==> src/rtl/int_axis_reduce_unit_defines.svh <==
// assertion helpers shared by the reduce unit
`ifndef INT_AXIS_REDUCE_UNIT_DEFINES_SVH
`define INT_AXIS_REDUCE_UNIT_DEFINES_SVH

// checked only outside reset
`define IAR_ASSERT(lbl, prop, msg) \
   lbl: assert property (@(posedge clock) disable iff (reset) prop) else $error(msg);

// checked at every edge, reset included
`define IAR_ASSERT_ALWAYS(lbl, prop, msg) \
   lbl: assert property (@(posedge clock) prop) else $error(msg);

`endif

==> src/rtl/iar_pkg.sv <==
// ----------------------------------------------------------------------------
// iar_pkg
// shared types and constants of the axis reduce unit
// ----------------------------------------------------------------------------
package iar_pkg;

   localparam int INNER_MAX_DEF = 1024;
   localparam int AXIS_MAX_DEF  = 65536;

   localparam int DATA_W  = 32;
   localparam int MODE_W  = 3;
   localparam int INNER_W = 11;
   localparam int AXIS_W  = 17;
   localparam int CSR_AW  = 4;
   localparam int CSR_DW  = 32;

   localparam logic [MODE_W-1:0] MODE_SUM  = 3'd0;
   localparam logic [MODE_W-1:0] MODE_MEAN = 3'd1;
   localparam logic [MODE_W-1:0] MODE_MAX  = 3'd2;
   localparam logic [MODE_W-1:0] MODE_MIN  = 3'd3;
   localparam logic [MODE_W-1:0] MODE_PROD = 3'd4;
   localparam logic [MODE_W-1:0] MODE_ALL  = 3'd5;

   localparam logic [1:0] REG_MODE  = 2'd0;
   localparam logic [1:0] REG_INNER = 2'd1;
   localparam logic [1:0] REG_AXIS  = 2'd2;

   typedef enum logic [2:0] {
      ST_IDLE,
      ST_READ,
      ST_EXEC,
      ST_DIV,
      ST_OUT
   } state_type;

   typedef struct packed {
      logic accept;
      logic capture;
      logic exec;
      logic div_step;
      logic out_load;
   } cmd_type;

   typedef struct packed {
      logic last_row;
      logic mean;
      logic div_last;
      logic out_free;
   } status_type;

endpackage

==> src/rtl/iar_ctrl.sv <==
// ----------------------------------------------------------------------------
// iar_ctrl
// sequencer: read, execute, optional divide, optional output load
// ----------------------------------------------------------------------------
module iar_ctrl import iar_pkg::*; (
   input  logic       clock,
   input  logic       reset,
   input  logic       req_valid,
   output logic       req_stall,
   input  status_type status,
   output cmd_type    cmd
);

   state_type state_ff, state_in;

   always_ff @(posedge clock) begin
      if (reset) begin
         state_ff <= ST_IDLE;
      end else begin
         state_ff <= state_in;
      end
   end

   always_comb begin
      state_in = state_ff;
      case (state_ff)
         ST_IDLE: begin
            if (req_valid) state_in = ST_READ;
         end
         ST_READ: state_in = ST_EXEC;
         ST_EXEC: begin
            if (!status.last_row) state_in = ST_IDLE;
            else if (status.mean) state_in = ST_DIV;
            else                  state_in = ST_OUT;
         end
         ST_DIV: begin
            if (status.div_last) state_in = ST_OUT;
         end
         ST_OUT: begin
            if (status.out_free) state_in = ST_IDLE;
         end
         default: state_in = ST_IDLE;
      endcase
   end

   always_comb begin
      cmd          = '0;
      req_stall    = 1'b1;
      case (state_ff)
         ST_IDLE: begin
            req_stall  = 1'b0;
            cmd.accept = req_valid;
         end
         ST_READ: cmd.capture  = 1'b1;
         ST_EXEC: cmd.exec     = 1'b1;
         ST_DIV:  cmd.div_step = 1'b1;
         ST_OUT:  cmd.out_load = status.out_free;
         default: req_stall    = 1'b1;
      endcase
   end

endmodule

==> config.mk <==
export PLATFORM = sky130hd
export DESIGN_NAME = iar_ctrl
export DESIGN_NICKNAME = d
export VERILOG_FILES = /design/src/rtl/int_axis_reduce_unit_defines.svh /design/src/rtl/iar_pkg.sv /design/src/rtl/iar_ctrl.sv
export SDC_FILE = /design/constraint.sdc
export NUM_CORES = 1
export LEC_CHECK = 0
export ABC_AREA = 1
export ABC_CLOCK_PERIOD_IN_PS = 2160
export BUFFER_PORTS_ARGS = -buffer_cell sky130_fd_sc_hd__buf_2
export CAP_MARGIN = 20
export CORE_AREA = 2 2 39 41
export CTS_BUF_LIST = sky130_fd_sc_hd__clkbuf_4 sky130_fd_sc_hd__clkbuf_8 sky130_fd_sc_hd__clkbuf_16
export CTS_CLUSTER_SIZE = 16
export DETAILED_ROUTE_END_ITERATION = 7
export DIE_AREA = 0 0 41 43
export GPL_TIMING_DRIVEN = 1
export SYNTH_ARGS = -nofsm -noshare
export SYNTH_HDL_FRONTEND = slang
export SYNTH_SLANG_ARGS = --single-unit
==> constraint.sdc <==
create_clock -name clock -period 2.16 [get_ports clock]
set_input_delay 0.432 -clock clock [delete_from_list [all_inputs] [get_ports clock]]
set_output_delay 0.432 -clock clock [all_outputs]
set_load 0.02 [all_outputs]
==> results of run 1 <==
==> power groups by stage <==
stage	clock network [µW]	registers (µW)	logic, µW
after global placement	0	109	255
after global routing	117	114	291
after floorplan	0	104	192
final	110	109	255
after detailed placement	0	110	256
after CTS	115	109	256
==> logic make-up (layout without fill, tap and decap cells) <==
logic type             after synthesis  count (layout)  synth area share
AND/OR/NAND/NOR                     26              26             0.572
buffers and inverters                9              25             0.144
flip-flops                           3               3             0.257
AO/OA/AOI/OAI                        1               1            0.0268
==> layout make-up <==
cell class / count / area [µm²]
fill: 159 / 1040
tap: 16 / 20.0
timing repair buffer: 12 / 60.1
sequential: 3 / 60.1
clock buffer: 4 / 30.0
multi-input combinational: 27 / 140
inverter: 9 / 33.8
==> routing by layer <==
metal  wire [µm]  part of all wire  track usage
met5           0                 0            0
met4           0                 0       0.0600
met3          44             0.083       0.0314
met2         248              0.47        0.106
met1         237              0.45       0.0868
==> layout by cell type, fill, tap and decap left out, drive strengths merged <==
cell type / n
buf: 12
nand2: 10
inv: 9
nor2: 9
clkbuf: 4
nand3: 4
dfxtp: 3
nor4: 1
nand4: 1
nand3b: 1
o22ai: 1
==> worst min-delay path, delay by kind of cell <==
family | cells | cell delay [ps]
AND/OR/NAND/NOR | 2 | 90
buffers and inverters | 2 | 120
==> metrics by stage <==
stage	power, µW	utilization	cells	setup slack [ps]
after floorplan	296	-	39	548
after global placement	364	0.227	67	773
after detailed placement	366	0.227	67	777
after CTS	481	0.249	71	519
after global routing	522	0.249	71	425
final	474	0.249	71	542
==> worst paths after layout <==
path,startpoint,to,slack [ps],depth (start not counted)
max,state_ff[2],cmd[0],540,3
min,reset,state_ff[0],460,4
max reg2reg,state_ff[2],state_ff[1],1120,6
min reg2reg,state_ff[1],state_ff[0],640,4
==> results.toml, run 1 <==
[power_and_ir_drop]
p_leak_uw = 0.000209
p_clk_frac = 0.233
p_per_area_nw_per_um2 = 1380
p_sw_frac = 0.474
comb_power_share = 0.538
p_seq_frac = 0.230
internal_power_uw = 249
p_switching_uw = 225
ir_drop_uv = 283

[status]
status = "completed"

[layout]
drive_above_1_share = 0.382
antenna_cells = 0
area_growth_pct = 47.1
nets = 63
final_area_um2 = 344
regMostFlops = "state_ff"
top_regs = "state_ff x3"
largest_register_ffs = 3

[sta]
period_minus_slack_ps = 1620
worstMarginPinSlew_ps = 249
fin_crit_sh = 0.749
hold_viol_final = 0
timing.hold.ws_ps = 463
max_freq_mhz = 618
slew_headroom = 0.834
slew_violations = 0
rsz0062_at_grt = "no"
finalSetupTns_ps = 0
setup_viol = 0
skew_ps = 5.01

[floorplanning]
fp-row-count = 14
dieArea_um2 = 1760
die_h_um = 43
start_util = 0.169
ios = 13
die-width_um = 41
fp.coreArea_um2 = 1380

[synthesis]
ys_warn_count = 0
synthTopCellsByCount = "inv_1 (9), nand2_1 (8), nor2_1 (8), dfxtp_1 (3)"
async_flop_share = 0
synth_top_area_cell = "dfxtp_1"
postSynthNetCount = 46
seq_area_frac_synth = 0.257
syn-cell-area_um2 = 234
synthCells = 39
post-synth-top-count-cell = "inv_1"
ys.flop_type = "dfxtp_1"
yosys_register_bits = 3
synth_edf_count = 0
netlist.area_leader.share = 0.257
synth.distinct_cells = 12
synth_area_leaders = "dfxtp_1 (26%), inv_1 (14%), nand2_1 (13%)"
avgSynthCellArea_um2 = 6.00

[global_routing]
grt_use_total = 0.0763
grt_pass1_vias = 238
grt_pass1_wl_um = 869
overflow = 0
grt_antenna_before_repair = 0
grt_max_degree = 8

[drt]
dr.pass1.iters = 4
drt_iter0_drc = 7
drc = 0
wl_per_cell_um = 7.45
routed_wl_um = 529
ant_nets = 0
via_count = 272
via_per_inst = 3.83

[cts]
cts_root_buffer = "clkbuf_4"
cts.repair.resized = 0
cts_max_level = 1
clkSinkCount = 3
cts_inserted_buffers = 3
hold_buffers = 0
clock_latency_ps = 230
tritoncts = "yes"
clockBufferDepth = 2
cts_setup_buffers = 0
clk_pin_slew_ps = 40

[setup_path]
max_stage_delay_ps = 400
endpoint_kind = "primary output"
critPathTopFamily = "flip-flops"
start_kind = "flip-flop"
cpMaxStageDelayCell = "dfxtp_1"
crit_arrival_ps = 1190
path_cells = "inv_1 -> nor4_1 -> buf_2"
worstPathMaxFanout = 4
critPathBufInv = 2
critPathRequiredTime_ps = 1730
path_class = "reg2out"

[min_path]
hold_path_class = "in2reg"

[placement]
io_buffers = 12
hpwl_um = 458
place_area_um2 = 314
place.gp.congestion = 0.717

[job]
maxCapViolCount = 0
(Power assumes the default switching activity.)
==> inputs of run 2 (changes only) <==
--- a/config.mk
+++ b/config.mk
@@ -5,8 +5,8 @@
 export SDC_FILE = /design/constraint.sdc
 export NUM_CORES = 1
 export LEC_CHECK = 0
-export ABC_AREA = 1
-export ABC_CLOCK_PERIOD_IN_PS = 2160
+export ABC_AREA = 0
+export ABC_CLOCK_PERIOD_IN_PS = 1400
 export BUFFER_PORTS_ARGS = -buffer_cell sky130_fd_sc_hd__buf_2
 export CAP_MARGIN = 20
 export CORE_AREA = 2 2 39 41
==> constraint.sdc (replaced) <==
create_clock -name clock -period 1.4 [get_ports clock]
set_input_delay 0.28 -clock clock [delete_from_list [all_inputs] [get_ports clock]]
set_output_delay 0.28 -clock clock [all_outputs]
set_load 0.02 [all_outputs]
==> results.toml, run 2 <==
[sta]
setup_viol = 3
worstMarginPinSlew_ps = 281
skew_ps = 0.358
rsz0062_at_grt = "yes"
period_minus_slack_ps = 1450
hold_viol_final = 0
max_freq_mhz = 691
fin_crit_sh = 1.03
layout_setup_ws_ps = -46.7
slew_violations = 0
slew_headroom = 0.810

[power_and_ir_drop]
finalPower_uw = 1040
internal_power_uw = 599
p_leak_uw = 0.000210
ir_drop_uv = 723
p_seq_frac = 0.208
comb_power_share = 0.625
p_per_area_nw_per_um2 = 2390
p_clk_frac = 0.167
p_switching_uw = 440
p_sw_frac = 0.423

[min_path]
hold_path_class = "in2reg"
whs_endpoint = "state_ff[2]"
min_path_cells = 3
min_from = "reset"

[synthesis]
syn-cell-area_um2 = 260
synth_top_area_cell = "dfxtp_1"
avgSynthCellArea_um2 = 7.89
seq_area_frac_synth = 0.231
synth_area_leaders = "dfxtp_1 (23%), nor3b_1 (5.8%), o21a_1 (5.8%)"
synthTopCellsByCount = "dfxtp_1 (3), inv_1 (3)"
postSynthNetCount = 40
synth_edf_count = 0
synth.distinct_cells = 23
ys.flop_type = "dfxtp_1"
ys_warn_count = 0
yosys_register_bits = 3
synthCells = 33
netlist.area_leader.share = 0.231
async_flop_share = 0

[setup_path]
path_class = "reg2out"
endpoint_kind = "primary output"
r2r_cells = 5
rrSetupSlack_ps = 30
rr_startpoint = "state_ff[2]"
worstPathMaxFanout = 6
crit_arrival_ps = 1170
critPathTopFamily = "simple AND/OR/NAND/NOR gates"
max_stage_delay_ps = 400
critPathBufInv = 1
cpMaxStageDelayCell = "or3_4"
reg2reg_to = "state_ff[2]"
path_cells = "or3_4 -> nor2_4 -> buf_6"
critPathRequiredTime_ps = 1120
start_kind = "flip-flop"

[cts]
clk_pin_slew_ps = 40
clkSinkCount = 3
cts_max_level = 1
clock_latency_ps = 230
cts_inserted_buffers = 3
clockBufferDepth = 2
hold_buffers = 0
tritoncts = "yes"
cts_root_buffer = "clkbuf_4"

[global_routing]
grt_max_degree = 13
gr-usage-met3 = 0.0471
grt_pass1_vias = 298
use_met1 = 0.109
grt_antenna_before_repair = 0
grt_pass1_wl_um = 1170
grt_use_total = 0.102
busiest_layer = "met2"
met2_usage = 0.156
overflow = 0

[layout]
nets = 58
fillCellCount = 154
drive_above_1_share = 0.580
most-common-layout-cells = "buf_2 (9), buf_4 (6), clkbuf_4 (4), inv_1 (3)"
antenna_cells = 0
final_cells = 66
top_regs = "state_ff x3"
postLayoutCoreUtil = 0.314
area_growth_pct = 66.8
regMostFlops = "state_ff"
largest_register_ffs = 3
final_area_um2 = 434
final_common_cell = "buf_2"

[floorplanning]
start_util = 0.188
dieArea_um2 = 1760
die_h_um = 43
ios = 13
fp.coreArea_um2 = 1380
die-width_um = 41
fp-row-count = 14

[placement]
place.gp.congestion = 0.768
place_area_um2 = 342
io_buffers = 12
hpwl_um = 466
dp_cells = 59

[drt]
wl_per_cell_um = 12.5
via_count = 300
via_per_inst = 4.55
drt_iter0_drc = 3
drc = 0
ant_nets = 0
dr.pass1.iters = 3
routed_wl_um = 828

[status]
violations = "setup timing"
status = "finished with violations"

[job]
maxCapViolCount = 0
run 2: timing repair:
item,CTS,global route
buffers inserted,2,1
setup endpoints to repair,5,5
gates resized for setup,6,6
run 2: cells by family (layout without fill, tap and decap cells):
logic type,count (synthesis),in the layout,synth area share
compound gates,9,9,0.264
flops,3,3,0.231
simple gates,15,15,0.389
buf+inv,6,23,0.115
run 2: how the worst max path moves through the flow:
stage	startpoint	to	depth (start not counted)
after global routing	state_ff[2]	cmd[0]	4
after CTS	state_ff[0]	cmd[4]	3
final	state_ff[0]	cmd[4]	3
after floorplan	state_ff[0]	cmd[3]	2
after detailed placement	state_ff[2]	cmd[4]	3
after global placement	state_ff[2]	cmd[4]	3
run 2: tightest hold or removal path: stages:
cell and delay [ps]:
buf_2 80, inv_1 30, o221a_1 100
run 2: per-stage QoR:
| step | hold WS (ps) | setup WS [ps] | setup TNS (ps) |
|---|---|---|---|
| floorplan | 445 | 0.700 | 0 |
| global placement | 557 | 114 | 0 |
| detailed placement | 557 | 103 | 0 |
| CTS | 291 | -58.3 | -82.8 |
| global route | 301 | -103 | -260 |
| finish | 302 | -46.7 | -69.1 |
run 2: area by class of cell:
class / instances / area (µm²) / share of cell area
Multi-Input combinational cell: 24 / 203 / 0.467
Timing Repair Buffer: 16 / 101 / 0.233
Sequential cell: 3 / 68.8 / 0.159
Clock buffer: 4 / 30.0 / 0.0692
Tap cell: 16 / 20.0 / 0.0461
Inverter: 3 / 11.3 / 0.0259
run 2: power by group through the flow:
stage                     registers, µW  logic (µW)  clock network [µW]
after floorplan                     143         460                   0
after global placement              206         508                   0
after detailed placement            207         510                   0
after CTS                           207         577                 183
after global routing                226         696                 191
final                               216         649                 174
run 2: routing by layer:
metal	vias up	share of wire
met1	140	0.37
li1	152	-
met5	-	0
met4	0	0
met3	0	0.037
met2	8	0.59
==> inputs of run 3 (changes only) <==
--- a/config.mk
+++ b/config.mk
@@ -6,8 +6,8 @@
 export NUM_CORES = 1
 export LEC_CHECK = 0
 export ABC_AREA = 0
-export ABC_CLOCK_PERIOD_IN_PS = 1400
-export BUFFER_PORTS_ARGS = -buffer_cell sky130_fd_sc_hd__buf_2
+export ABC_CLOCK_PERIOD_IN_PS = 1600
+export BUFFER_PORTS_ARGS = -buffer_cell sky130_fd_sc_hd__buf_4
 export CAP_MARGIN = 20
 export CORE_AREA = 2 2 39 41
 export CTS_BUF_LIST = sky130_fd_sc_hd__clkbuf_4 sky130_fd_sc_hd__clkbuf_8 sky130_fd_sc_hd__clkbuf_16
==> constraint.sdc (replaced) <==
create_clock -name clock -period 1.6 [get_ports clock]
set_input_delay 0.32 -clock clock [delete_from_list [all_inputs] [get_ports clock]]
set_output_delay 0.32 -clock clock [all_outputs]
set_load 0.02 [all_outputs]
==> results.toml, run 3 (synthesized netlist as in run 2, its figures left out) <==
[min_path]
min_from = "reset"
hold_path_class = "in2reg"
min_path_cells = 3
whs_endpoint = "state_ff[2]"

[power_and_ir_drop]
p_per_area_nw_per_um2 = 2000
p_leak_uw = 0.000190
finalPower_uw = 786
ir_drop_uv = 524

[setup_path]
crit_arrival_ps = 1200
critPathTopFamily = "simple AND/OR/NAND/NOR gates"
r2r_cells = 4
reg2reg_to = "state_ff[2]"
cpMaxStageDelayCell = "or3_1"
critPathRequiredTime_ps = 1280
rrSetupSlack_ps = 410
worstPathMaxFanout = 10
path_class = "reg2out"
start_kind = "flip-flop"
critPathBufInv = 1
rr_startpoint = "state_ff[0]"
path_cells = "or3_1 -> nor2_2 -> buf_4"
endpoint_kind = "primary output"
max_stage_delay_ps = 380

[drt]
drt_iter0_drc = 4
ant_nets = 0
via_per_inst = 4.40
via_count = 277
routed_wl_um = 586
dr.pass1.iters = 4
drc = 0
wl_per_cell_um = 9.30

[sta]
period_minus_slack_ps = 1520
max_freq_mhz = 659
skew_ps = 3.77
hold_viol_final = 0
worstMarginPinSlew_ps = 253
finalSetupTns_ps = 0
setup_viol = 0
fin_crit_sh = 0.949
slew_violations = 0
timing.hold.ws_ps = 350
rsz0062_at_grt = "no"
slew_headroom = 0.829

[global_routing]
grt_max_degree = 13
grt_use_total = 0.0822
grt_pass1_vias = 239
grt_pass1_wl_um = 917
overflow = 0
grt_antenna_before_repair = 0

[layout]
drive_above_1_share = 0.447
top_regs = "state_ff x3"
regMostFlops = "state_ff"
antenna_cells = 0
nets = 55
most-common-layout-cells = "buf_4 (13), clkbuf_4 (4), inv_1 (3)"
final_common_cell = "buf_4"
area_growth_pct = 51.4
postLayoutCoreUtil = 0.285
largest_register_ffs = 3
final_area_um2 = 394

[floorplanning]
ios = 13
fp-row-count = 14
die-width_um = 41
dieArea_um2 = 1760
die_h_um = 43
fp.coreArea_um2 = 1380
start_util = 0.188

[cts]
clock_latency_ps = 230
clk_pin_slew_ps = 40
cts_inserted_buffers = 3
cts_root_buffer = "clkbuf_4"
cts_max_level = 1
hold_buffers = 0
tritoncts = "yes"
clockBufferDepth = 2
clkSinkCount = 3

[placement]
io_buffers = 12
hpwl_um = 448
place.gp.congestion = 0.780
place_area_um2 = 362

[status]
status = "completed"

[job]
maxCapViolCount = 0
## run 3: worst max-delay path by stage
stage                            from     end  slack, ps  depth (start not counted)
after global placement    state_ff[2]  cmd[4]        280                          3
after detailed placement  state_ff[2]  cmd[4]        270                          3
after CTS                 state_ff[2]  cmd[4]          9                          3
final                     state_ff[2]  cmd[4]         80                          3
after floorplan           state_ff[0]  cmd[4]         80                          3
after global routing      state_ff[2]  cmd[4]          9                          3
## run 3: through the flow
| stage | setup WS [ps] | instances |
|---|---|---|
| after floorplan | 77.9 | 33 |
| after global placement | 284 | 59 |
| after detailed placement | 266 | 59 |
| after CTS | 9.27 | 63 |
| after global routing | 9.17 | 63 |
| final | 81.8 | 63 |
## run 3: repair_timing
item	in CTS	in global routing
setup buffers	0	0
setup endpoints to repair	0	2
resized for setup	0	2
hold endpoints to repair	0	0
## run 3: worst reg2reg max path, stage by stage (launching register included)
cell      delay [ps]
dfxtp_1          300
buf_4            160
nor4bb_1         130
a31o_1           220
o221a_1          260
## run 3: area by class of cell
type	count	area, µm²
repair buffers	13	97.6
multi-input cells	24	173
flip-flops and latches	3	62.6
well taps	16	20.0
fillers	166	990
inverters	3	11.3
clock buffers	4	30.0
## run 3: where the power goes
part / total (µW) / internal (µW) / switching (µW)
clock: 149 / 110 / 38.3
combinational: 465 / 231 / 234
sequential: 173 / 115 / 57.5
total: 786 / 456 / 330
## run 3: layer usage
| metal | track usage | wire length (µm) | vias up |
|---|---|---|---|
| li1 | - | - | 146 |
| met1 | 0.0897 | 230 | 122 |
| met2 | 0.113 | 310 | 9 |
| met3 | 0.0157 | 45 | 0 |
| met4 | 0.100 | 0 | 0 |
| met5 | 0 | 0 | - |
